[config.mk]
export PLATFORM = sky130hd
export DESIGN_NAME = cac_ram
export DESIGN_NICKNAME = d
export VERILOG_FILES = /design/src/design/cac_ram.sv
export SDC_FILE = /design/constraint.sdc
export NUM_CORES = 2
export LEC_CHECK = 0
export BUFFER_PORTS_ARGS = -buffer_cell sky130_fd_sc_hd__clkbuf_2
export CAP_MARGIN = 20
export CORE_MARGIN = 2
export CORE_UTILIZATION = 50
export CTS_CLUSTER_SIZE = 28
export DETAILED_ROUTE_END_ITERATION = 10
export GPL_TIMING_DRIVEN = 0
export PLACE_DENSITY = 0.65
export REMOVE_ABC_BUFFERS = 1
export SETUP_SLACK_MARGIN = 0.02
export SYNTH_ARGS = -nofsm -noshare
export SYNTH_HDL_FRONTEND = slang
export SYNTH_SLANG_ARGS = --single-unit
[constraint.sdc]
create_clock -name clk -period 7.62 [get_ports clk]
set_clock_uncertainty 0.05 [all_clocks]
set_input_delay 0.381 -clock clk [delete_from_list [all_inputs] [get_ports clk]]
set_output_delay 0.381 -clock clk [all_outputs]
set_load 0.005 [all_outputs]
[src/design/cac_ram.sv]
// generic single write, single read ram with registered read data
module cac_ram #(
	parameter int WIDTH = 32,
	parameter int DEPTH = 64
) (
	input  logic                     clk,
	input  logic                     we,
	input  logic [$clog2(DEPTH)-1:0] waddr,
	input  logic [WIDTH-1:0]         wdata,
	input  logic [$clog2(DEPTH)-1:0] raddr,
	output logic [WIDTH-1:0]         rdata
);
	logic [WIDTH-1:0] mem_q [DEPTH];

	// write port and registered read port
	always_ff @(posedge clk) begin
		if (we) begin
			mem_q[waddr] <= wdata;
		end
		rdata <= mem_q[raddr];
	end
endmodule

== Word-level counts from Yosys, hierarchy flattened ==
Memories as Yosys holds them, arrays and structs flattened. A register that Yosys moved wholly into a read port is not among the register bits.
Cells that the tools add are included.
Operators by class
  add/sub/neg operators: 0
  multiply operators: 0
  divide/modulo/power cells: 0
  order comparisons: 0
  equality and inequality tests: 0
  shifts and indexed selects: 0
  multiplexer cells: 2
  bitwise operators: 0
  reduce and logical (&&, ||, !) cells: 0
Operators with widths (count)
  1-bit 2-to-1 mux: 2
Word-level totals
  register bits: 0
  latch bits: 0
  memory bits (writable): 2048
  bits in read-only memories: 0
  bits of input ports: 46
  output and inout bits: 32
  word-level logic and storage cells: 3
  memories kept: 1
Memory list
  mem_q: depth 64, bits a word 32, rd ports 1, clocked after memory_dff 1, wr ports 1, RTL line 13  | logic [WIDTH-1:0] mem_q [DEPTH];

== Depth between registers and ports, before layout ==
  word-level depth: 2
  mapped depth: 10
  gate-level depth less buffers: 5

== Least setup slack after synthesis ==
No wires, ideal clock.
  path type: input -> register
  start point: input port waddr[3]
  end point: memory mem_q[48][0], enable pin
  library setup time: 0.461 ns
  arrival: 3.080 ns
  data required time: 7.109 ns
  path slack: 4.029 ns
  cell stages on the path: 4
  path buffers: 1
  cell sequence: clkbuf_1 > nor2b_1 > nand4b_1 > nor3_1
RTL lines
  start, declared: RTL line 8  | input logic [$clog2(DEPTH)-1:0] waddr,
  end, declared: RTL line 13
No word-level cell before the write port.

==> metrics.txt <==
status=finished clean; max_slew headroom=21.34%; drt initial violations=4865; layout cells sized above 1=29.68%; Worst EP arrival=4.74 ns; final core occ=58.31%; clk sinks=2080; fin cells=5818; post-synth top area cell=edfxtp_1; synthesized flop and latch total=2080; hpwl dp=113300 um; Port Buffer Count=77; Hold Violations, Final=0; Setup violations, final=0; Least-Margin Pin Slew=1.180 ns; Worst Setup Start Kind=input pin; Routed WL per cell=33.06 um; FMAX=241.5 MHz; synthesized instance count=3324; Worst-Skew Late Latency=0.85 ns; # rows=145; GRT Resource Usage Total=24.08%; Mapped Avg Cell Area=23.62 um^2; vias=36944; Die H=400.3 um; Pleak=28.31 nW; PD cells=258.2 nW/um^2; Post-CTS Setup Bufs=0; CTS tree=built; Peak VDD IR=253.7 uV; Area Overhead vs Synth=15.87%; core area=156000 um^2; CTS max path bufs=3; placed insts=5404; setup ws final=3.479 ns; RePlAce Congestion=0.7482; clock tree root driver cell=clkbuf_16; I/O pins=78; Die W=400.3 um; dominant synthesized flop cell=edfxtp_1; Via density=6.350; initial antenna violation count=14; number of synthesized flops with an enable pin=2048; top fanout value on the critical path=63; Yosys Warn Count=0; Nets=3632; Residual DRC=0; drt first pass iters=7; largest net degree at the start of global routing=81; RSZ-0062 raised after global routing=false; worst setup path class=input pin to register; vias in the first global route=36902; full die area=160200 um^2; FFs w/ async S/R, synth=0%; total gr overflow=0; area share of the largest cell type after synthesis=78.33%; Clock Pin Slew Worst Setup and Hold Paths=0.06 ns; Area contributors post-synth=edfxtp_1, mux4_2, mux2i_1; htree depth=4; crit end category=register; min cycle time layout=4.141 ns; final worst path period share=54.35%; first-pass GRT wire length=273800 um; worst slack at placement=2.532 ns; Mapped Area=78520 um^2; max_cap viols=0; post-route ant nets=0; register area share after synthesis=79.14%; final wirelength=192300 um; class of the worst hold path=input pin to register; library cells used by synthesis=34; max-slew violations=0; Initial Util=50.32%; CTS Buf Count=202; Data required, critical path=8.22 ns; total negative slack=0 ns
## cell usage in the layout, fill, tap and decap left out, drive strengths merged
| master | synthesis | final |
|---|---|---|
| or3b | 5 | 5 |
| clkinv | 0 | 95 |
| a21oi | 62 | 62 |
| diode | 0 | 7 |
| nand4b | 1 | 1 |
| edfxtp | 2048 | 2048 |
| nand4 | 2 | 2 |
| inv | 0 | 7 |
| nand3 | 5 | 5 |
| a41o | 4 | 4 |
| dlygate4sd3 | 0 | 15 |
| buf | 108 | 148 |
| bufinv | 0 | 13 |
| nand3b | 5 | 5 |
| nand2b | 8 | 8 |
| nor2 | 137 | 137 |
| or2 | 3 | 3 |
| dfxtp | 32 | 32 |
| o32ai | 4 | 4 |
| clkinvlp | 0 | 4 |
| mux2i | 93 | 93 |
| nor2b | 15 | 15 |
| and3 | 4 | 4 |
| mux4 | 544 | 544 |
| nand2 | 26 | 26 |
| o221ai | 27 | 27 |
| clkbuf | 74 | 329 |
| a31oi | 1 | 1 |
| o22ai | 84 | 84 |
| a22oi | 12 | 12 |
| a311oi | 8 | 8 |
| and2 | 2 | 2 |
| nor3 | 7 | 7 |
| or3 | 3 | 3 |
## synth_stat cells, drive strengths merged (7+ instances only)
| cell | count |
|---|---|
| a21oi | 62 |
| a22oi | 12 |
| a311oi | 8 |
| buf | 108 |
| clkbuf | 74 |
| dfxtp | 32 |
| edfxtp | 2048 |
| mux2i | 93 |
| mux4 | 544 |
| nand2 | 26 |
| nand2b | 8 |
| nor2 | 137 |
| nor2b | 15 |
| nor3 | 7 |
| o221ai | 27 |
| o22ai | 84 |
## final cells by class
type | instances | area, um^2
Clock buffer | 252 | 5253
Sequential cell | 2080 | 62140
Antenna cell | 7 | 17.52
Tap cell | 2058 | 2575
Multi-Input combinational cell | 1062 | 15980
Timing Repair Buffer | 240 | 3925
Fill cell | 10819 | 65050
Clock inverter | 119 | 1086
## report_power, final
group          internal, mW  total [mW]  leakage, nW  switching (mW)
Clock                  5.35        9.62         3.08            4.27
Sequential             12.7        12.7         18.7          0.0259
Combinational         0.473        1.18         6.54           0.709
Total                  18.5        23.5         28.3            5.00
## repair_timing
action / CTS / global route
resized for setup: 0 / 0
hold endpoints to repair: 48 / 138
hold buffers: 4 / 11
## state kept, by name (all words and copies together), names as in the netlist
| name | flops |
|---|---|
| mem_q | 2048 |
| rdata | 32 |
## routing by layer
metal	global-route usage (%)	wire, um	vias up
met2	37.79	92500	1879
met4	7.124	5467	6
met5	0	39	-
met3	5.346	17630	311
met1	34.30	76700	19915
li1	-	-	14833
## path summary, 6_finish.rpt
check	start	end	slack, ns	depth (start not counted)
worst max register to register	mem_q[39][20]	rdata[20]	5.13	5
worst min-delay path	wdata[26]	mem_q[38][26]	0.01	1
worst min register to register	mem_q[21][14]	rdata[14]	0.93	5
worst max-delay path	raddr[0]	rdata[27]	3.48	10
## cells by family (layout without fill, tap and decap cells)
family / count (synthesis) / in the layout / synth area share (%)
other cells: 0 / 7 / 0
mux: 637 / 637 / 16.79
flops: 2080 / 2080 / 79.14
compound gates: 202 / 202 / 1.673
simple gates: 223 / 223 / 1.265
buf+inv: 182 / 611 / 1.128
## per-stage QoR
stage | hold WS (ns) | instance area [um^2] | power [mW]
2_1_floorplan | 0.4299 | 77630 | 13.40
3_3_place_gp | 0.7047 | 80590 | 14.48
3_5_place_dp | 0.7015 | 84010 | 14.09
4_1_cts | 0.01633 | 90390 | 23.58
5_1_grt | 0.02270 | 90960 | 24.11
6_report | 0.01300 | 90980 | 23.49
## worst max-delay path, stage by stage
cell	delay, ns
clkbuf_8	0.25
buf_16	0.38
buf_16	0.39
buf_16	0.41
buf_16	0.39
buf_16	0.34
mux4_2	0.56
mux4_2	0.48
o22ai_1	0.55
nor2_1	0.29
(Power assumes the default switching activity.)
