$ cat src/design/cac_pkg.sv
// shared types and constants for the cell averaging cfar threshold block
package cac_pkg;

	localparam int WIN_DEPTH  = 64;
	localparam int WIN_AW     = $clog2(WIN_DEPTH);
	localparam int MAX_REF    = 16;
	localparam int MAX_GUARD  = 8;
	localparam int CMDQ_DEPTH = 4;
	localparam int SUM_W      = 37;
	localparam int THR_W      = 40;

	// configuration register indexes
	localparam logic [1:0] CFG_REF   = 2'd0;
	localparam logic [1:0] CFG_GUARD = 2'd1;
	localparam logic [1:0] CFG_ALPHA = 2'd2;

	typedef struct packed {
		logic signed [15:0] bin_real;
		logic signed [15:0] bin_imag;
		logic               frame_last;
	} bin_t;

	typedef struct packed {
		logic [31:0]      cell_power;
		logic [THR_W-1:0] noise_threshold;
		logic             cell_last;
	} cell_t;

	// clamped settings shared by front and back
	typedef struct packed {
		logic [4:0]  rc;
		logic [3:0]  gc;
		logic [15:0] alpha;
	} cfg_t;

	// one cell to emit: window slot, cells in frame before and after it
	typedef struct packed {
		logic [WIN_AW-1:0] pos;
		logic [5:0]        lavail;
		logic [5:0]        ravail;
		logic              last;
	} cmd_t;

endpackage

$ cat src/design/cac_cmd_fifo.sv
// short command queue between front and back
module cac_cmd_fifo (
	input  logic           clk,
	input  logic           arst_n,
	input  logic           push,
	input  cac_pkg::cmd_t  din,
	output logic           full,
	input  logic           pop,
	output cac_pkg::cmd_t  dout,
	output logic           empty
);
	import cac_pkg::*;
	localparam int AW = $clog2(CMDQ_DEPTH);

	cmd_t          mem_q [CMDQ_DEPTH];
	logic [AW-1:0] wp_q, rp_q;
	logic [AW:0]   cnt_q;
	logic          do_push, do_pop;

	assign full    = (cnt_q == (AW+1)'(CMDQ_DEPTH));
	assign empty   = (cnt_q == '0);
	assign do_push = push && !full;
	assign do_pop  = pop && !empty;
	assign dout    = mem_q[rp_q];

	// pointers and fill count
	always_ff @(posedge clk or negedge arst_n) begin
		if (!arst_n) begin
			wp_q  <= '0;
			rp_q  <= '0;
			cnt_q <= '0;
		end else begin
			if (do_push) wp_q <= wp_q + 1'b1;
			if (do_pop)  rp_q <= rp_q + 1'b1;
			if (do_push && !do_pop)      cnt_q <= cnt_q + 1'b1;
			else if (!do_push && do_pop) cnt_q <= cnt_q - 1'b1;
		end
	end

	// storage
	always_ff @(posedge clk) begin
		if (do_push) mem_q[wp_q] <= din;
	end
endmodule

$ cat config.mk
export PLATFORM = sky130hd
export DESIGN_NAME = cac_cmd_fifo
export DESIGN_NICKNAME = d
export VERILOG_FILES = /design/src/design/cac_pkg.sv /design/src/design/cac_cmd_fifo.sv
export SDC_FILE = /design/constraint.sdc
export NUM_CORES = 1
export LEC_CHECK = 0
export BUFFER_PORTS_ARGS = -buffer_cell sky130_fd_sc_hd__buf_2
export CORE_MARGIN = 3
export CORE_UTILIZATION = 35
export DETAILED_ROUTE_END_ITERATION = 10
export GPL_TIMING_DRIVEN = 0
export PLACE_DENSITY = 0.51
export SLEW_MARGIN = 20
export SYNTH_ARGS = -nofsm -noshare
export SYNTH_HDL_FRONTEND = slang
export SYNTH_SLANG_ARGS = --single-unit
export TNS_END_PERCENT = 30
$ cat constraint.sdc
create_clock -name clk -period 2.87 [get_ports clk]
set_clock_uncertainty 0.2 [all_clocks]
set_input_delay 0.574 -clock clk [delete_from_list [all_inputs] [get_ports clk]]
set_output_delay 0.574 -clock clk [all_outputs]
set_load 0.03 [all_outputs]
# [Word-level counts from Yosys, hierarchy flattened]
# Memories as Yosys holds them, arrays and structs flattened.
# Index checks and enable logic that the tools add are counted.
[classes] n_addsub=4 mux=4 n_eq_ne=1 reduce_logical=10
[ops] operator="$mux W3" count=2
[ops] operator="$add A2 B1 Y2 const B" count=2
[ops] operator="$logic_and A1 B1 Y1" count=4
[ops] operator="$logic_not A1 Y1" count=4
[ops] operator="$add A3 B1 Y3 const B" count=1
[ops] operator="$eq A3 B3 Y1 const B" count=1
[ops] operator="$logic_not A3 Y1" count=1
[ops] operator="$sub A3 B1 Y3 const B" count=1
[ops] operator="$mux W1" count=2
[ops] operator="$reduce_bool A2 Y1" count=1
[word_totals] memories=1 word_cells=23 inputBits=23 ff_bits=7 mem_bits_rw=76
[memory_table] name="mem_q" words=4 width=19 read_ports=1 rd_ports_with_merged_regs=0 write_ports=1 line_no="cac_cmd_fifo.sv:15" rtl="cmd_t mem_q [CMDQ_DEPTH];"

# [Logic depth before layout (Yosys ltp)]
[depth] ltp_word=7 depth_mapped=9

# [Worst setup path after synthesis]
# No wires, ideal clock.
[synth_timing] path_kind="reg2reg" from="register cnt_q[0]" to="register cnt_q[1]" path_slack_ns=0.445 t_arrival_ns=2.100 stages_incl_launch_ff=8 setup_time_ns=0.125 period_less_slack_ns=2.425 cell_sequence="dfrtp_1 > nor3b_2 > nor2b_1 > buf_6 > ha_1 > inv_1 > fa_1 > mux2_2"
[synth_via] elab_chain_cells=6
[synth_lines] element="from (decl)" line_no="cac_cmd_fifo.sv:17" rtl="logic [AW:0] cnt_q;"
[synth_lines] element="from (signal assigned)" line_no="cac_cmd_fifo.sv:35" rtl="if (do_push && !do_pop) cnt_q <= cnt_q + 1'b1;"
[synth_lines] element="from (signal assigned)" line_no="cac_cmd_fifo.sv:36" rtl="else if (!do_push && do_pop) cnt_q <= cnt_q - 1'b1;"
[synth_lines] element="$eq A3 B3 Y1 (*)" line_no="cac_cmd_fifo.sv:20" rtl="assign full = (cnt_q == (AW+1)'(CMDQ_DEPTH));"
[synth_lines] element="named net full" line_no="cac_cmd_fifo.sv:7" rtl="output logic full,"
[synth_lines] element="$logic_not A1 Y1 (*)" line_no="cac_cmd_fifo.sv:22" rtl="assign do_push = push && !full;"
[synth_lines] element="$logic_and A1 B1 Y1 (*)" line_no="cac_cmd_fifo.sv:22"
[synth_lines] element="named net do_push" line_no="cac_cmd_fifo.sv:18" rtl="logic do_push, do_pop;"
[synth_lines] element="$logic_not A1 Y1" line_no="cac_cmd_fifo.sv:36"
[synth_lines] element="$logic_and A1 B1 Y1" line_no="cac_cmd_fifo.sv:36"
[synth_lines] element="$reduce_bool A2 Y1 (no line)"
# Mark *: on every way through the listed nets, which the timed path passes. The rest lies on a longest branch. The select of a mux whose other input is x is not followed.
# A chain may end at the register's enable or synchronous reset.

==> reports/results.tsv <==
stage	metric	value	unit
grt	grtUsageTotal	11.48	%
cts	clkSlewWorstSetupHoldPaths	80	ps
placement	place_congestion	0.7532	
sta	slew_headroom	29.73	%
synthesis	synth_top_area_cell	edfxtp_1	
drt	drcViolationCount	0	
power	p_sw	1.370	mW
synthesis	netlist.area_leader.share	72.24	%
cts	cts-root-buf	clkbuf_8	
grt	overflow	0	
sta	rsz0062_at_grt	no	
layout	fillerInstances	782	
drt	dr_wl_met2	2927	um
drt	vias_per_cell	4.736	
power	pwr-share-clk	21.3	%
power	power_density	1084	mW/mm^2
layout	drive_above_1_share	42.05	%
synthesis	synth_fp_nets	164	
cts	post-cts-setup-buffer-count	0	
sta	finalWorstPathRequiredPeriod	2590	ps
drt	postRouteAntennaNets	0	
floorplanning	die_area	0.01020	sq mm
synthesis	ys_seq_area_share	77.78	%
synthesis	ys_ff_latch	83	
floorplanning	fp.coreArea	0.008763	sq mm
placement	numPortBuffers	43	
grt	grt_pass1_vias	1627	
setup_path	required	2100	ps
layout	antenna_cells	0	
setup_path	path_max_fanout	10	
sta	fin_setup_tns	0	ps
grt	grt_pass1_wl	8466	um
outcome	status	completed	
setup_path	worstSetupStartpointType	flip-flop	
cts	cts_buffers	9	
floorplanning	die_y	101.0	um
floorplanning	num_io_pins	44	
cts	clk_latency	330	ps
grt	antenna_found_initial	0	
drt	wl_met3	262	um
power	p_seq_share	42.4	%
setup_path	worstPathArrival	1820	ps
synthesis	synthArstFlopShare	8.434	%
grt	grt_max_degree	20	
flow_run	cap_violations	0	
drt	first_pass_iters	4	
sta	slew_violations	0	
synthesis	synth_area	0.003159	sq mm
drt	drt_iter0_drc	46	
sta	setup_viol	0	
layout	area_growth_syn_to_layout	17.98	%
drt	top_layer_used	met4	
power	ir_worst_vdd	0.0004494	V
sta	fmax	386.1	MHz
sta	worst_pin_slew	1054	ps
cts	clock_sinks	83	
cts	clk_path_buf_depth	2	
cts	tritoncts	done	
synthesis	synth_edf_count	76	
placement	dp.final_hpwl	3564	um
synthesis	synthTopCellsByArea	edfxtp_1 (72%), mux4_2 (14%), dfrtp_1 (5.5%)	
power	p_comb_share	36.3	%
floorplanning	initial_core_util	36.05	%
floorplanning	die_w	101.0	um
power	p_int	2.669	mW
layout	num-nets-final	219	
drt	drt-total-wl	5383	um
synthesis	synth_most_common_cell	edfxtp_1	
drt	wl_met1	2152	um
synthesis	ys_warn_count	0	
placement	place_inst	286	
setup_path	endpoint_kind	output port	
synthesis	synth_common_cells	edfxtp_1 (76), mux4_2 (19), dfrtp_1 (7)	
synthesis	synth_cells	135	
setup_path	r2r_setup_slack	510	ps
drt	avgRoutedWirePerCell	17.77	um
synthesis	synth_area_per_cell	23.40	sq um
synthesis	synthFlopType	edfxtp_1	
floorplanning	rows	34	
drt	vias	1435	
min_path	hold_path.class	input pin to flip-flop	
synthesis	synth_cell_types	21	
sta	finalHoldViolations	0	
layout	fin_cells	303	
cts	cts_max_level	3	
setup_path	crit_type	flip-flop to output port	
power	swShare	33.92	%
power	leakagePower	1.321	nW
sta	fin_crit_sh	90.25	%
## registers in the layout (all words and copies together), names as in the netlist
| signal | cells |
|---|---|
| cnt_q | 3 |
| mem_q | 76 |
| rp_q | 2 |
| wp_q | 2 |
## worst paths after layout
| check | start | depth (start not counted) | to |
|---|---|---|---|
| worst max register to register | cnt_q[0] | 8 | cnt_q[2] |
| worst min-delay path | din[6] | 1 | mem_q[2][6] |
| max in group asynchronous | arst_n | 2 | rp_q[1] |
| worst max-delay path | rp_q[1] | 3 | dout[7] |
| min in group asynchronous | arst_n | 2 | cnt_q[1] |
| worst min register to register | cnt_q[2] | 1 | cnt_q[2] |
## final cells by class
class	instances	area (sq um)	area share, %
plain buffers	5	35.03	0.9399
multi-input cells	43	651.9	17.49
well taps	108	135.1	3.625
repair buffers	44	225.2	6.042
inverters	4	15.01	0.4028
flip-flops and latches	83	2457	65.93
clock buffers	10	127.6	3.424
clock inverters	6	80.08	2.148
## layout by cell type, fill, tap and decap left out
| master | n |
|---|---|
| and2_1 | 4 |
| buf_2 | 44 |
| buf_4 | 2 |
| buf_6 | 1 |
| bufinv_16 | 2 |
| clkbuf_1 | 2 |
| clkbuf_8 | 9 |
| clkinv_1 | 2 |
| clkinv_2 | 1 |
| clkinvlp_4 | 1 |
| dfrtp_1 | 7 |
| dlygate4sd3_1 | 1 |
| edfxtp_1 | 76 |
| fa_1 | 1 |
| ha_1 | 5 |
| inv_1 | 4 |
| mux2_2 | 1 |
| mux2_4 | 1 |
| mux4_2 | 19 |
| nand2_1 | 1 |
| nand3_1 | 1 |
| nor2_1 | 1 |
| nor2b_1 | 1 |
| nor3b_2 | 1 |
| or3_1 | 1 |
| xnor2_1 | 4 |
| xor2_1 | 2 |
## through the flow
step	worst slack [ps]	power (mW)	hold slack, ps	instance area, sq um	utilization [%]
6_report	279.8	4.039	249.7	3727	42.53
5_1_grt	153.1	4.275	228.1	3727	42.53
4_1_cts	214.9	4.122	232.2	3727	42.53
3_5_place_dp	426.8	3.256	215.7	3510	40.05
3_3_place_gp	479.5	3.194	210.2	3510	40.05
2_1_floorplan	445.1	2.829	78.41	3159	-
## what timing repair did
item                      CTS  global route
hold endpoints to repair    7             0
gates resized for setup     0             0
hold buffers                1             0
## cells by family (layout without fill, tap and decap cells)
family | after synthesis | in the layout | share of synthesized area [%]
flip-flops | 83 | 83 | 77.78
XOR/XNOR | 6 | 6 | 1.663
multiplexers | 21 | 21 | 14.38
buffers and inverters | 9 | 69 | 1.584
adder cells (fa/ha/maj) | 6 | 6 | 2.614
AND/OR/NAND/NOR | 10 | 10 | 1.980
## power groups by stage
| stage | clock [mW] | combinational, mW | sequential, mW |
|---|---|---|---|
| after floorplan | 0 | 1.12 | 1.71 |
| after global placement | 0 | 1.47 | 1.72 |
| after detailed placement | 0 | 1.51 | 1.75 |
| after CTS | 0.890 | 1.51 | 1.72 |
| after global routing | 0.953 | 1.58 | 1.74 |
| final | 0.861 | 1.47 | 1.71 |
## metal layers
| metal | global-route usage, % | vias to the layer above |
|---|---|---|
| met5 | 0 | - |
| met4 | 4.908 | 0 |
| met3 | 3.529 | 5 |
| met2 | 18.94 | 29 |
| met1 | 13.98 | 746 |
| li1 | - | 655 |
## critical path: stages, from the launching register on
cell and delay (ps):
dfrtp_1 340, clkbuf_1 530, mux4_2 420, buf_2 190
Power figures use the tool's default switching activity.
