--- config.mk ---
export PLATFORM = sky130hd
export DESIGN_NAME = cac_front
export DESIGN_NICKNAME = d
export VERILOG_FILES = /design/src/design/cac_pkg.sv /design/src/design/cac_front.sv
export SDC_FILE = /design/constraint.sdc
export NUM_CORES = 1
export LEC_CHECK = 0
export BUFFER_PORTS_ARGS = -buffer_cell sky130_fd_sc_hd__buf_2
export CAP_MARGIN = 0
export CORE_MARGIN = 3
export CORE_UTILIZATION = 50
export CTS_CLUSTER_DIAMETER = 60
export CTS_CLUSTER_SIZE = 8
export DETAILED_ROUTE_END_ITERATION = 6
export PLACE_DENSITY = 0.67
export SLEW_MARGIN = 40
export SYNTH_ARGS = -nofsm -noshare
export SYNTH_HDL_FRONTEND = slang
export SYNTH_SLANG_ARGS = --single-unit
--- constraint.sdc ---
create_clock -name clk -period 15.96 [get_ports clk]
set_input_delay 0 -clock clk [delete_from_list [all_inputs] [get_ports clk]]
set_output_delay 0 -clock clk [all_outputs]
set_load 0.01 [all_outputs]
--- src/design/cac_pkg.sv ---
// shared types and constants for the cell averaging cfar threshold block
package cac_pkg;

	localparam int WIN_DEPTH  = 64;
	localparam int WIN_AW     = $clog2(WIN_DEPTH);
	localparam int MAX_REF    = 16;
	localparam int MAX_GUARD  = 8;
	localparam int CMDQ_DEPTH = 4;
	localparam int SUM_W      = 37;
	localparam int THR_W      = 40;

	// configuration register indexes
	localparam logic [1:0] CFG_REF   = 2'd0;
	localparam logic [1:0] CFG_GUARD = 2'd1;
	localparam logic [1:0] CFG_ALPHA = 2'd2;

	typedef struct packed {
		logic signed [15:0] bin_real;
		logic signed [15:0] bin_imag;
		logic               frame_last;
	} bin_t;

	typedef struct packed {
		logic [31:0]      cell_power;
		logic [THR_W-1:0] noise_threshold;
		logic             cell_last;
	} cell_t;

	// clamped settings shared by front and back
	typedef struct packed {
		logic [4:0]  rc;
		logic [3:0]  gc;
		logic [15:0] alpha;
	} cfg_t;

	// one cell to emit: window slot, cells in frame before and after it
	typedef struct packed {
		logic [WIN_AW-1:0] pos;
		logic [5:0]        lavail;
		logic [5:0]        ravail;
		logic              last;
	} cmd_t;

endpackage

--- src/design/cac_front.sv ---
// front: accepts bins, squares them into the window, issues emit commands
module cac_front (
	input  logic                       clk,
	input  logic                       arst_n,
	input  cac_pkg::cfg_t              cfg,
	input  logic                       push,
	input  cac_pkg::bin_t              bin,
	output logic                       full,
	output logic                       ram_we,
	output logic [cac_pkg::WIN_AW-1:0] ram_waddr,
	output logic [31:0]                ram_wdata,
	output logic                       cmd_push,
	output cac_pkg::cmd_t              cmd,
	input  logic                       cmd_full
);
	import cac_pkg::*;

	localparam logic [1:0] F_IDLE = 2'd0;
	localparam logic [1:0] F_SQ   = 2'd1;
	localparam logic [1:0] F_WR   = 2'd2;
	localparam logic [1:0] F_EMIT = 2'd3;

	logic [1:0]        state_q;
	logic signed [15:0] re_q, im_q;
	logic              last_q;
	logic [31:0]       sqr_q, sqi_q;
	logic [WIN_AW-1:0] wr_ptr_q;
	logic [5:0]        seen_q;
	logic [5:0]        pend_q;
	logic signed [31:0] sqr, sqi;
	logic [5:0]        delay, age;
	logic              need;

	assign full  = (state_q != F_IDLE);
	assign sqr   = re_q * re_q;
	assign sqi   = im_q * im_q;
	assign delay = {1'b0, cfg.rc} + {2'b0, cfg.gc};
	assign age   = pend_q - 6'd1;
	assign need  = last_q ? (pend_q != '0) : (pend_q > delay);

	// window write
	assign ram_we    = (state_q == F_WR);
	assign ram_waddr = wr_ptr_q;
	assign ram_wdata = sqr_q + sqi_q;

	// emit command for the oldest pending cell
	assign cmd_push   = (state_q == F_EMIT) && need && !cmd_full;
	assign cmd.pos    = wr_ptr_q - WIN_AW'(1) - age[WIN_AW-1:0];
	assign cmd.lavail = seen_q - 6'd1 - age;
	assign cmd.ravail = age;
	assign cmd.last   = last_q && (pend_q == 6'd1);

	// control sequence
	always_ff @(posedge clk or negedge arst_n) begin
		if (!arst_n) begin
			state_q  <= F_IDLE;
			wr_ptr_q <= '0;
			seen_q   <= '0;
			pend_q   <= '0;
		end else begin
			case (state_q)
				F_IDLE: begin
					if (push) state_q <= F_SQ;
				end
				F_SQ: begin
					state_q <= F_WR;
				end
				F_WR: begin
					wr_ptr_q <= wr_ptr_q + 1'b1;
					if (seen_q != 6'd63) seen_q <= seen_q + 6'd1;
					pend_q  <= pend_q + 6'd1;
					state_q <= F_EMIT;
				end
				F_EMIT: begin
					if (need) begin
						if (!cmd_full) pend_q <= pend_q - 6'd1;
					end else begin
						if (last_q) seen_q <= '0;
						state_q <= F_IDLE;
					end
				end
				default: state_q <= F_IDLE;
			endcase
		end
	end

	// payload registers
	always_ff @(posedge clk) begin
		if (state_q == F_IDLE && push) begin
			re_q   <= bin.bin_real;
			im_q   <= bin.bin_imag;
			last_q <= bin.frame_last;
		end
		if (state_q == F_SQ) begin
			sqr_q <= $unsigned(sqr);
			sqi_q <= $unsigned(sqi);
		end
	end
endmodule

## Yosys cells after proc, flatten, opt, wreduce, memory -nomap -nowiden

Cells that the tools add are included.

| operators by class | value |
|---|---|
| mux-type cells | 11 |
| reduce and logical (&&, ||, !) cells | 12 |
| $mul | 2 |
| order comparisons | 1 |
| equality and inequality tests | 11 |
| add/subtract/negate cells | 10 |

Operator list:

| cell | number |
|---|---|
| $mul A16 B16 Y32 | 2 |
| $add A32 B32 Y32 | 1 |
| $mux W6 | 5 |
| $pmux W6 S2 | 2 |
| $add A6 B1 Y6 const B | 3 |
| $sub A6 B1 Y6 const B | 3 |
| $sub A6 B6 Y6 | 2 |
| $ne A2 B2 Y1 const B | 5 |
| $pmux W2 S4 | 1 |
| $add A5 B4 Y6 | 1 |
| $eq A6 B1 Y1 const B | 1 |
| $gt A6 B6 Y1 | 1 |
| $ne A6 B6 Y1 const B | 1 |
| $reduce_bool A6 Y1 | 1 |
| $eq A2 B2 Y1 const B | 2 |
| $logic_and A1 B1 Y1 | 4 |
| $mux W2 | 2 |
| $reduce_and A4 Y1 | 1 |
| $reduce_bool A2 Y1 | 2 |
| $reduce_and A3 Y1 | 1 |
| $eq A2 B1 Y1 const B | 1 |
| $logic_not A2 Y1 | 1 |
| $ne A2 B1 Y1 const B | 1 |
| $reduce_and A2 Y1 | 1 |
| other kinds (2) | 2 |

| word-level totals | value |
|---|---|
| register bits after elaboration | 117 |
| logic and storage cells | 56 |
| output and inout bits | 60 |
| input port bits | 62 |

## Logic depth before layout (Yosys ltp)

| depth | value |
|---|---|
| word-level depth | 5 |
| mapped depth | 25 |
| depth with buffers taken out | 24 |

## Worst setup path after synthesis

No wires, ideal clock.

| timing | value |
|---|---|
| path kind | flip-flop to flip-flop |
| from | reg im_q[15] |
| to | reg sqi_q[31] (data pin) |
| cell stages (with the launch flop) | 22 |
| buffers on the path | 2 |
| arrival | 6257 ps |
| clock period less this slack | 6415 ps |
| data required time | 15802 ps |
| setup time | 158 ps |
| setup slack | 9545 ps |
| path through | edfxtp_1 clkbuf_1 inv_1 buf_1 nor2_1 fa_1 fa_1 fa_1 fa_1 fa_1 inv_1 fa_1 inv_1 ha_1 a21o_1 a21o_2 nor3_1 o21ai_2 a31oi_4 nand2_2 a2111o_1 o211ai_1 |

| between the ends | value |
|---|---|
| cells in the longest elaborated chain, start to end | 1 |

RTL lines:

| item | RTL line | text |
|---|---|---|
| start: declaration | cac_front.sv:24 | `logic signed [15:0] re_q, im_q;` |
| start signal: assignment | cac_front.sv:91 | `im_q <= bin.bin_imag;` |
| $mul A16 B16 Y32 | cac_front.sv:36 | `assign sqi = im_q * im_q;` |
| named net sqi[31] | cac_front.sv:30 | `logic signed [31:0] sqr, sqi;` |
| end signal: assignment | cac_front.sv:96 | `sqi_q <= $unsigned(sqi);` |
| end: declaration | cac_front.sv:26 | `logic [31:0] sqr_q, sqi_q;` |

The timed path passes the listed nets, and every way through them passes these cells.
A chain may end at the register's enable or synchronous reset.

## Worst setup path after layout

Ends and elaborated chain as after synthesis.

==> out/qor.txt <==
Status: finished clean
Final ANT Viol Nets: 0
WL/cell: 15.4 microns
Clk buf depth: 2
# setup viols final: 0
CTS H-tree depth: 4
Setup CP Type: register to register
Post-Syn Instances: 2413
Detailed Routing Iterations Pass 1: 7
Clock slew at reported path FFs: 50 ps
Hold Crit Class: input port to asynchronous set/reset pin
Non-filler instance count after layout: 3149
Period utilisation layout: 46.0%
Crit-path max FO: 19
Worst Path Required: 16250 ps
TritonCTS buffer count: 17
Clock tree root driver cell: clkbuf_16
Initial antenna violation count: 0
Crit-path most repeated cell: fa_1
Share of layout cells above drive strength 1: 6.81%
FMAX: 136 MHz
Mapped Avg Cell Area: 9.81 sq um
Port Buffer Count: 105
Initial Util: 50.7%
Post-synth EDFFs: 95
Worst flop-to-flop path endpoint: sqi_q[31]
R2R Path Start: im_q[15]
Mux cell area share after synthesis: 0.264%
Routability cong.: 0.882
Crit path buffers/inverters: 3
Largest net degree at the start of global routing: 63
Commonest non-fill, non-tap cells in the layout: 663 x inv_1, 471 x fa_1, 242 x ha_1
Cell area after synthesis: 23700 sq um
Vias in the first global route: 17800
Die Y: 224 microns
Number of failing hold endpoints at the final stage: 0
RSZ-0062 raised after global routing: false
Vias per inst: 5.11
Post-synthesis sequential area ratio: 14.2%
TritonCTS clock tree: built
First-pass GRT wire length: 83200 microns
Synth Area in XOR/XNOR: 5.43%
R2R cell count: 19
Critical Path Max Stage Delay: 900 ps
Setup_tns: 0 ps
Core footprint: 46700 sq um
Rows: 79
Register-to-register path setup slack: 8620 ps
Worst path top cell family by delay: adder cells
Clock Skews: 11.2 ps
Adder-Cell Fraction of Synth Area: 52.7%
Critical Path Start Type: register
Area of the multi-input gates: 17600 sq um
Die Span X: 224 microns
CP endpoint: sqi_q[31]
CP Depth: 19
Worst-margin pin slew: 845 ps
Via count: 16100
Commonest non-fill, non-tap cell in the layout: inv_1
Sequential cell area: 3350 sq um
Critical Path End Type: register
Max Cap Viol: 0
Postcts setup bufs: 0
Routed wire length: 48300 microns
Main combinational cell family by area after synthesis: adder cells
Ys Warns: 0
Flops & latches, synth: 115
Relative slew slack: 43.7%
Compound-Gate Fraction of Synth Area: 6.72%
Slowest-stage cell, CP: fa_1
Grt ovf: 0
Filler instances: 4151
Syn Nets: 3189
HPWL after DPL: 40100 microns
Cell variety after synth: 67
Antenna cells: 0
Die ar.: 50000 sq um
Area Overhead vs Synth: 8.95%
Worst setup startpoint: im_q[15]
Synth async-reset ratio: 17.4%
Total GRT Usage: 21.0%
Placed insts: 3078
Synth Flop Type: edfxtp_1
Crit path DAT: 7630 ps
Iter 0 DRT Violations: 730
Crit path time final: 7340 ps
Simple-gate share of the synthesized area: 9.44%
Sequence of cells on the critical path: inv_1 > nor2_1 > fa_1 > fa_1 > fa_1 > fa_1 > fa_1 > inv_1 > fa_1 > inv_1 > ha_1 > a21o_1 > a21o_2 > nor3_1 > o21ai_2 > a31oi_4 > nand2_2 > a2111o_1 > o211ai_1
I/O pin cnt: 122
Drc violations: 0
Nets: 3305
Sink Count: 115
Max Slew Vio Count: 0
Latest clock arrival within the worst-skew pair: 470 ps
[cells in the mapped netlist, types with 4 or more instances]
cell / number / area, sq um
edfxtp_1: 95 / 2850
dfrtp_1: 20 / 500
a21o_1: 33 / 248
a31oi_1: 5 / 31.3
nand2_1: 182 / 683
fa_1: 471 / 9430
ha_1: 243 / 3040
nor2b_1: 14 / 87.6
and2_1: 72 / 450
nand2b_1: 6 / 37.5
nand4_1: 11 / 68.8
nand3_1: 20 / 100
nor2_1: 125 / 469
o21ai_1: 5 / 25.0
o211ai_1: 4 / 30.0
clkbuf_1: 47 / 176
and3_1: 16 / 100
a21oi_1: 81 / 405
o21bai_1: 15 / 113
a311oi_1: 5 / 43.8
xor2_1: 42 / 368
o21a_1: 14 / 105
or2_2: 7 / 43.8
nor3_1: 14 / 70.1
inv_1: 663 / 2490
o21ai_0: 28 / 140
xnor2_1: 102 / 893
mux2i_1: 4 / 40.0
a2111oi_0: 4 / 35.0
a31o_2: 8 / 70.1
a211oi_1: 4 / 30.0
[timing repair]
item                      in CTS  in global routing
hold endpoints to repair      55                  0
resized for setup              0                  0
hold buffers                  37                  0
[metal layers]
| layer | vias up | routed length (microns) | global-route usage [%] |
|---|---|---|---|
| met4 | 0 | 1090 | 6.60 |
| met1 | 8179 | 20200 | 25.9 |
| met5 | - | 0 | 0 |
| li1 | 7570 | - | - |
| met2 | 287 | 24700 | 37.0 |
| met3 | 67 | 2390 | 4.44 |
[worst register-to-register path: cells and delay by family, from the launching register on]
family,cells,cell delay [ps]
AND/OR/NAND/NOR,3,650
flip-flops,1,780
buffers and inverters,3,610
adder cells (fa/ha/maj),7,3830
AO/OA/AOI/OAI,6,1280
[worst min-delay path by stage]
stage	start	endpoint	slack (ps)	cells after the start
floorplan	arst_n	pend_q[0]	-300	0
global placement	arst_n	pend_q[1]	-20	1
detailed placement	arst_n	pend_q[1]	-20	1
CTS	bin[5]	im_q[4]	190	2
global route	arst_n	seen_q[1]	140	3
finish	arst_n	seen_q[1]	110	3
[sequential cells by signal (all words and copies together), names as in the netlist]
signal	cells
sqi_q	31
sqr_q	31
im_q	16
re_q	16
pend_q	6
ram_waddr	6
seen_q	6
state_q	2
last_q	1
[cells by family (layout without fill, tap and decap cells)]
family	count (synthesis)	after routing
adders and majority gates	714	714
and+or+nand+nor	483	483
AOI/OAI and AO/OA	236	236
xor gates and xnor gates	145	145
muxes	6	6
buffers and inverters	714	843
DFF	115	115
[through the flow]
stage | setup WS, ps | util [%] | instance area, sq um | hold WS (ps)
3_3_place_gp | 8730 | 53.2 | 24800 | -24.8
6_report | 8620 | 55.3 | 25800 | 109
5_1_grt | 8190 | 55.3 | 25800 | 138
3_5_place_dp | 8680 | 53.2 | 24800 | -18.4
4_1_cts | 8640 | 55.2 | 25800 | 191
2_1_floorplan | 9540 | - | 23700 | -296
[layout make-up]
type | instances | share of cell area, %
Sequential cell | 115 | 13.0
Multi-Input combinational cell | 1584 | 68.4
Tap cell | 607 | 2.94
Timing Repair Buffer | 147 | 3.64
Inverter | 664 | 9.66
Clock buffer | 20 | 1.69
Clock inverter | 12 | 0.640
Power is left out: the tool's default activity adds up to more than one toggle a clock period on the data nets, which glitch-free logic cannot reach.
