$ cat src/design/cac_pkg.sv
// shared types and constants for the cell averaging cfar threshold block
package cac_pkg;

	localparam int WIN_DEPTH  = 64;
	localparam int WIN_AW     = $clog2(WIN_DEPTH);
	localparam int MAX_REF    = 16;
	localparam int MAX_GUARD  = 8;
	localparam int CMDQ_DEPTH = 4;
	localparam int SUM_W      = 37;
	localparam int THR_W      = 40;

	// configuration register indexes
	localparam logic [1:0] CFG_REF   = 2'd0;
	localparam logic [1:0] CFG_GUARD = 2'd1;
	localparam logic [1:0] CFG_ALPHA = 2'd2;

	typedef struct packed {
		logic signed [15:0] bin_real;
		logic signed [15:0] bin_imag;
		logic               frame_last;
	} bin_t;

	typedef struct packed {
		logic [31:0]      cell_power;
		logic [THR_W-1:0] noise_threshold;
		logic             cell_last;
	} cell_t;

	// clamped settings shared by front and back
	typedef struct packed {
		logic [4:0]  rc;
		logic [3:0]  gc;
		logic [15:0] alpha;
	} cfg_t;

	// one cell to emit: window slot, cells in frame before and after it
	typedef struct packed {
		logic [WIN_AW-1:0] pos;
		logic [5:0]        lavail;
		logic [5:0]        ravail;
		logic              last;
	} cmd_t;

endpackage

$ cat src/design/cac_back.sv
// back: sums reference cells, divides by count, scales by alpha
module cac_back (
	input  logic                       clk,
	input  logic                       arst_n,
	input  cac_pkg::cfg_t              cfg,
	input  cac_pkg::cmd_t              cmd,
	input  logic                       cmd_empty,
	output logic                       cmd_pop,
	output logic [cac_pkg::WIN_AW-1:0] ram_raddr,
	input  logic [31:0]                ram_rdata,
	output cac_pkg::cell_t             result,
	output logic                       empty,
	input  logic                       pop
);
	import cac_pkg::*;

	localparam logic [2:0] B_IDLE = 3'd0;
	localparam logic [2:0] B_RD   = 3'd1;
	localparam logic [2:0] B_DIV  = 3'd2;
	localparam logic [2:0] B_MUL  = 3'd3;
	localparam logic [2:0] B_OUT  = 3'd4;

	logic [2:0]       state_q;
	cmd_t             cmd_q;
	logic [5:0]       k_q;
	logic [SUM_W-1:0] sum_q, quo_q;
	logic [5:0]       cnt_q, rem_q, dcnt_q;
	logic [31:0]      pow_q;
	logic             rd_v_s1, rd_ctr_s1, rd_use_s1;
	logic [THR_W-1:0] thr_q;
	cell_t            out_q;
	logic             out_v_q;
	logic [5:0]       kmax, j, off;
	logic             issue, left, use_ref;
	logic [6:0]       remsh;
	logic [SUM_W+15:0] prod;

	assign kmax    = {cfg.rc, 1'b0};
	assign issue   = (state_q == B_RD) && (k_q <= kmax);
	assign j       = (k_q + 6'd1) >> 1;
	assign left    = k_q[0];
	assign off     = {2'b0, cfg.gc} + j;
	assign use_ref = left ? (off <= cmd_q.lavail) : (off <= cmd_q.ravail);
	assign remsh   = {rem_q, quo_q[SUM_W-1]};
	assign prod    = quo_q * cfg.alpha;
	assign cmd_pop = (state_q == B_IDLE) && !cmd_empty;

	// read address: center, then left and right reference cells in turn
	always_comb begin
		if (k_q == '0)  ram_raddr = cmd_q.pos;
		else if (left)  ram_raddr = cmd_q.pos - off[WIN_AW-1:0];
		else            ram_raddr = cmd_q.pos + off[WIN_AW-1:0];
	end

	assign result = out_q;
	assign empty  = !out_v_q;

	// sequencer
	always_ff @(posedge clk or negedge arst_n) begin
		if (!arst_n) begin
			state_q <= B_IDLE;
			rd_v_s1 <= 1'b0;
			out_v_q <= 1'b0;
		end else begin
			rd_v_s1 <= issue;
			if (pop && out_v_q) out_v_q <= 1'b0;
			case (state_q)
				B_IDLE: begin
					if (!cmd_empty) state_q <= B_RD;
				end
				B_RD: begin
					if (!issue && !rd_v_s1) state_q <= B_DIV;
				end
				B_DIV: begin
					if (cnt_q == '0 || dcnt_q == 6'd1) state_q <= B_MUL;
				end
				B_MUL: begin
					state_q <= B_OUT;
				end
				B_OUT: begin
					if (!out_v_q) begin
						out_v_q <= 1'b1;
						state_q <= B_IDLE;
					end
				end
				default: state_q <= B_IDLE;
			endcase
		end
	end

	// datapath
	always_ff @(posedge clk) begin
		rd_ctr_s1 <= (k_q == '0);
		rd_use_s1 <= use_ref;
		case (state_q)
			B_IDLE: begin
				cmd_q <= cmd;
				k_q   <= '0;
				sum_q <= '0;
				cnt_q <= '0;
			end
			B_RD: begin
				if (issue) k_q <= k_q + 6'd1;
				// accumulate the beat read in the previous cycle
				if (rd_v_s1) begin
					if (rd_ctr_s1) begin
						pow_q <= ram_rdata;
					end else if (rd_use_s1) begin
						sum_q <= sum_q + SUM_W'(ram_rdata);
						cnt_q <= cnt_q + 6'd1;
					end
				end
				if (!issue && !rd_v_s1) begin
					quo_q  <= sum_q;
					rem_q  <= '0;
					dcnt_q <= 6'(SUM_W);
				end
			end
			B_DIV: begin
				// restoring division, one quotient bit a cycle
				if (cnt_q == '0) begin
					quo_q <= '0;
				end else begin
					dcnt_q <= dcnt_q - 6'd1;
					if (remsh >= {1'b0, cnt_q}) begin
						rem_q <= 6'(remsh - {1'b0, cnt_q});
						quo_q <= {quo_q[SUM_W-2:0], 1'b1};
					end else begin
						rem_q <= remsh[5:0];
						quo_q <= {quo_q[SUM_W-2:0], 1'b0};
					end
				end
			end
			B_MUL: begin
				thr_q <= prod[THR_W+7:8];
			end
			B_OUT: begin
				if (!out_v_q) begin
					out_q.cell_power      <= pow_q;
					out_q.noise_threshold <= thr_q;
					out_q.cell_last       <= cmd_q.last;
				end
			end
			default: ;
		endcase
	end
endmodule

$ cat config.mk
export PLATFORM = sky130hd
export DESIGN_NAME = cac_back
export DESIGN_NICKNAME = d
export VERILOG_FILES = /design/src/design/cac_pkg.sv /design/src/design/cac_back.sv
export SDC_FILE = /design/constraint.sdc
export NUM_CORES = 2
export LEC_CHECK = 0
export ABC_AREA = 1
export BUFFER_PORTS_ARGS = -buffer_cell sky130_fd_sc_hd__buf_2
export CAP_MARGIN = 5
export CORE_ASPECT_RATIO = 0.8
export CORE_MARGIN = 2
export CORE_UTILIZATION = 40
export CTS_CLUSTER_DIAMETER = 50
export CTS_CLUSTER_SIZE = 16
export DETAILED_ROUTE_END_ITERATION = 16
export GPL_ROUTABILITY_DRIVEN = 0
export PLACE_DENSITY = 0.6
export SETUP_SLACK_MARGIN = 0.5
export SLEW_MARGIN = 40
export SYNTH_ARGS = -nofsm -noshare
export SYNTH_HDL_FRONTEND = slang
export SYNTH_SLANG_ARGS = --single-unit
export TNS_END_PERCENT = 1
$ cat constraint.sdc
create_clock -name clk -period 9.77 [get_ports clk]
set_input_delay 0.4885 -clock clk [delete_from_list [all_inputs] [get_ports clk]]
set_output_delay 0.4885 -clock clk [all_outputs]
set_load 0.05 [all_outputs]
* Word-level counts from Yosys, hierarchy flattened
Index checks and enable logic that the tools add are counted.
** Cells by class
- $mul :: 1
- Equality and inequality tests :: 14
- Bitwise gates (word level) :: 1
- Reductions and logical operators :: 21
- Magnitude comparators :: 4
- Add/sub/neg operators :: 8
- Muxes and demuxes :: 32
** Operator list (count)
- 37-bit 2-to-1 mux :: 5
- 37-bit case mux with 2 select lines :: 2
- 6-bit 2-to-1 mux :: 11
- 37-bit by 16-bit multiplier with 48-bit output :: 1
- 6-bit case mux with 2 select lines :: 4
- 37-bit by 32-bit adder with 37-bit output :: 1
- 6-bit <= comparator :: 3
- 2-bit inequality test, second input constant :: 8
- 3-bit case mux with 5 select lines :: 1
- 6-bit by 1-bit adder with 6-bit output, second input constant :: 2
- 6-bit zero test :: 2
- 3-bit 2-to-1 mux :: 4
- 6-bit subtractor :: 2
- 4-bit AND reduction :: 2
- 7-bit by 6-bit greater-or-equal comparator with 1-bit output :: 1
- 4-bit by 5-bit adder with 6-bit output :: 1
- 6-bit adder :: 1
- 3-bit by 2-bit == test with 1-bit output, second input constant :: 2
- 6-bit by 1-bit == test with 1-bit output, second input constant :: 1
- 2-bit AND reduction :: 3
- 3-bit AND reduction :: 2
- 6-bit by 1-bit subtractor with 6-bit output, second input constant :: 1
- 1-bit 2-to-1 mux :: 5
- 1-bit logical AND :: 4
- 8 further kinds :: 12
** Word-level totals
- Output and inout bits :: 81
- Bits of input ports :: 80
- Word-level logic and storage cells :: 101
- Flip-flop bits (word level) :: 269

* Depth between registers and ports, before layout
- Depth in word-level cells :: 6
- Depth in mapped cells :: 29
- Mapped depth without buffers :: 29

* Worst setup path before layout
No wires, ideal clock.
- Kind :: input to register
- Start :: input cfg[2] (netlist name)
- End :: register thr_q[34] (data pin)
- Cell stages on the path :: 22
- Required time :: 9.517 ns
- Library setup time :: 0.253 ns
- Setup slack :: 4.069 ns
- Path buffers :: 2
- Arrival :: 5.448 ns
- Cells stage by stage :: clkbuf_1 buf_1 nand2_1 fa_1 inv_1 fa_1 inv_1 fa_1 inv_1 fa_1 fa_1 inv_1 fa_1 inv_1 ha_1 nand2_1 nor2_1 nand2_1 nor4_2 nand3_1 nand4_1 nand2_1
** On the way
- Cells in the longest elaborated chain, start to end :: 1
** Ends and longest elaborated chain
- start: declaration :: RTL line cac_back.sv:5 : input cac_pkg::cfg_t cfg,
- 37-bit by 16-bit multiplier with 48-bit output :: RTL line cac_back.sv:45 : assign prod = quo_q * cfg.alpha;
- named net prod[42] :: RTL line cac_back.sv:36 : logic [SUM_W+15:0] prod;
- end signal: assignment :: RTL line cac_back.sv:135 : thr_q <= prod[THR_W+7:8];
- end: declaration :: RTL line cac_back.sv:30 : logic [THR_W-1:0] thr_q;
The timed path passes the listed nets, and every way through them passes these cells.
A chain may end at the register's enable or synchronous reset.

* Final worst setup path
- Start :: register quo_q[31]
- End :: register thr_q[36] (data pin)
** On the way
- Cells in the longest elaborated chain, start to end :: 1
** Ends and longest elaborated chain
- start: declaration :: RTL line cac_back.sv:26 : logic [SUM_W-1:0] sum_q, quo_q;
- start signal: assignment :: RTL line cac_back.sv:114 : quo_q <= sum_q;
- start signal: assignment :: RTL line cac_back.sv:127 : quo_q <= {quo_q[SUM_W-2:0], 1'b1};
- start signal: assignment :: RTL line cac_back.sv:130 : quo_q <= {quo_q[SUM_W-2:0], 1'b0};
- 37-bit by 16-bit multiplier with 48-bit output :: RTL line cac_back.sv:45
- named net prod[44] :: RTL line cac_back.sv:36
The timed path passes the listed nets, and every way through them passes these cells.

==> flow_metrics.env <==
export IMPL_worst_pin_slew_ns=0.869
export IMPL_yosysWarnings=0
export IMPL_synthTopCellsByCount="nand2_1 (1081), inv_1 (926), fa_1 (483)"
export IMPL_port_buffers=160
export IMPL_post_route_util=0.443
export IMPL_ant_nets=0
export IMPL_seq_area_sq_um=8030
export IMPL_synth_seq_area_share=0.252
export IMPL_worstSetupStartpoint="quo_q[31]$_DFFE_PP_"
export IMPL_drtIter0Drc=1744
export IMPL_drive_gt1_frac=0.0815
export IMPL_h_tree_depth=2
export IMPL_route_detailed_drc=0
export IMPL_worst_endpoint_required_ns=10.07
export IMPL_num_vias=24400
export IMPL_wl_met2_mm=37.4
export IMPL_globalRouteOverflowTotal=0
export IMPL_r2r_start="quo_q[31]$_DFFE_PP_"
export IMPL_crit_fanout=10
export IMPL_num_rows=92
export IMPL_cts_buffer_depth=3
export IMPL_whs_ns=0.119
export IMPL_syn_num_nets=4568
export IMPL_track_usage=0.208
export IMPL_min_path_type="primary input to flip-flop"
export IMPL_cp_arrival_ns=6.55
export IMPL_die_h_microns=256
export IMPL_skew_ns=0.0287
export IMPL_crit_path_end_kind="flip-flop"
export IMPL_setup_violations=0
export IMPL_synth_top_cells_by_area="fa_1 (30%), edfxtp_1 (25%), nand2_1 (13%), inv_1 (11%), ha_1 (6.6%)"
export IMPL_reg2regPathDepth=21
export IMPL_hold_start="pop"
export IMPL_fill_cells=7804
export IMPL_worst_setup_path_type="flip-flop to flip-flop"
export IMPL_setup_tns_ns=0
export IMPL_cts_tree="done"
export IMPL_status="finished, final reports clean"
export IMPL_synthArstFlopShare=0.0186
export IMPL_ys_ff_latch=269
export IMPL_top_layer="met4"
export IMPL_route_met3_wl_mm=5.07
export IMPL_multiInputGateArea_sq_um=19700
export IMPL_clock_fmax_mhz=160
export IMPL_final_nets=4642
export IMPL_postSynthCellCount=3838
export IMPL_clk_latency_ns=0.56
export IMPL_pin_count=161
export IMPL_grt_pass1_wl_mm=136
export IMPL_min_path_cells=2
export IMPL_cts_made_buffers=35
export IMPL_hold_violations=0
export IMPL_syn_avg_cell_area_sq_um=8.30
export IMPL_yosys_most_used_dff="edfxtp_1"
export IMPL_grt_pass1_vias=24900
export IMPL_slew_viol_final=0
export IMPL_synth_distinct_cells=49
export IMPL_met1Wirelength_mm=37.5
export IMPL_viasPerCell=4.91
export IMPL_yosysTopAreaCellShare=0.303
export IMPL_syn_area_sq_um=31900
export IMPL_die_area_sq_um=82000
export IMPL_antenna_found_initial=1
export IMPL_maxSlewHeadroom=0.420
export IMPL_grt_max_degree=50
export IMPL_core_sq_um=78900
export IMPL_synth_edff_count=262
export IMPL_layout_min_cycle_time_ns=6.25
export IMPL_start_util=0.404
export IMPL_post_cts_buffers=0
export IMPL_path_clk_slew_ns=0.07
export IMPL_drv_cap=0
export IMPL_start_kind="flip-flop"
export IMPL_syn_to_final_growth_pct=9.64
export IMPL_die_w_microns=320
export IMPL_place_detailed_hpwl_mm=64.4
export IMPL_wl_mm=81.6
export IMPL_rsz0062_at_grt="no"
export IMPL_routedWlPerCell_microns=16.4
export IMPL_period_share=0.640
export IMPL_drt_first_pass_iters=5
export IMPL_cts_root_buf="clkbuf_16"
export IMPL_yosys_area_top_type="fa_1"
export IMPL_cts_sinks=269
export IMPL_synth_most_common_cell="nand2_1"
[path summary, 6_finish.rpt]
check / end / slack [ns]
setup / recovery: thr_q[36]$_DFFE_PP_ / 3.52
setup reg to reg: thr_q[36]$_DFFE_PP_ / 3.52
min in group asynchronous: rd_v_s1$_DFF_PN0_ / 0.31
max in group asynchronous: out_v_q$_DFF_PN0_ / 9.32
hold / removal: out_v_q$_DFF_PN0_ / 0.12
hold reg to reg: result[61]$_DFFE_PP_ / 0.40
[metal layers]
layer,vias up,GRT usage
met2,717,0.334
met3,103,0.0276
met5,-,0
li1,11600,-
met4,0,0.0521
met1,12000,0.297
[cells by family after synthesis]
logic type	synth area share
buffers and inverters	0.130
DFF	0.252
and+or+nand+nor	0.189
xor gates and xnor gates	0.0118
adders and majority gates	0.369
AOI/OAI and AO/OA	0.0484
[state kept, by name, indices dropped and copies added (netlist names)]
signal and flops:
result 73, pow_q 32, state_q 3, sum_q 37
cmd_q 19, thr_q 40, rem_q 6, rd_ctr_s1 1
rd_v_s1 1, rd_use_s1 1, cnt_q 6, k_q 6
out_v_q 1, dcnt_q 6, quo_q 37
[through the flow]
| stage | worst slack (ns) | instance area [sq um] | instances |
|---|---|---|---|
| after floorplan | 4.07 | 31900 | 3838 |
| after global placement | 3.32 | 33600 | 4899 |
| after detailed placement | 3.24 | 33600 | 4902 |
| after CTS | 3.59 | 34900 | 4967 |
| after global routing | 3.25 | 34900 | 4974 |
| final | 3.52 | 34900 | 4974 |
[final cells by class]
class	count	share of cell area
antenna	1	0.0000716
clock buffer	37	0.0259
clock inverter	27	0.00935
inverter	942	0.101
multi-input combinational	2471	0.565
sequential	269	0.230
tap	1034	0.0370
timing repair buffer	193	0.0315
[cells in the final DEF (no fill, tap or decap), types with 8 or more instances in the layout]
cell type / n
buf_6: 8
xor2_1: 27
nor3_1: 20
a21oi_1: 139
nand2_2: 19
fa_1: 483
nand2_1: 1081
xnor2_1: 16
nand4_1: 13
clkbuf_16: 36
nor2_1: 214
buf_4: 28
o21bai_1: 13
o21a_1: 10
buf_2: 155
ha_1: 167
a31oi_1: 8
o21ai_1: 19
inv_2: 16
nand3_1: 115
inv_1: 925
o21ai_0: 68
edfxtp_1: 262
[worst max-delay path: stages (launching register included)]
cell,delay (ns)
edfxtp_1,0.69
buf_4,0.31
nand2_1,0.10
fa_1,0.53
fa_1,0.45
fa_1,0.55
inv_1,0.05
fa_1,0.45
fa_1,0.51
inv_1,0.06
fa_1,0.48
inv_1,0.06
ha_1,0.52
nand2_1,0.21
nor2_1,0.13
inv_1,0.06
nor2_1,0.22
nand2_1,0.12
nor3_1,0.15
nand2_1,0.14
nand4_1,0.13
nand2_1,0.06
[what timing repair did]
action                                 in CTS  in global routing
hold buffers                                1                  0
resized for setup                           0                  0
endpoints found under the hold margin       5                  0
Power is left out: the tool's default activity adds up to more than one toggle a clock period on the data nets, which glitch-free logic cannot reach.
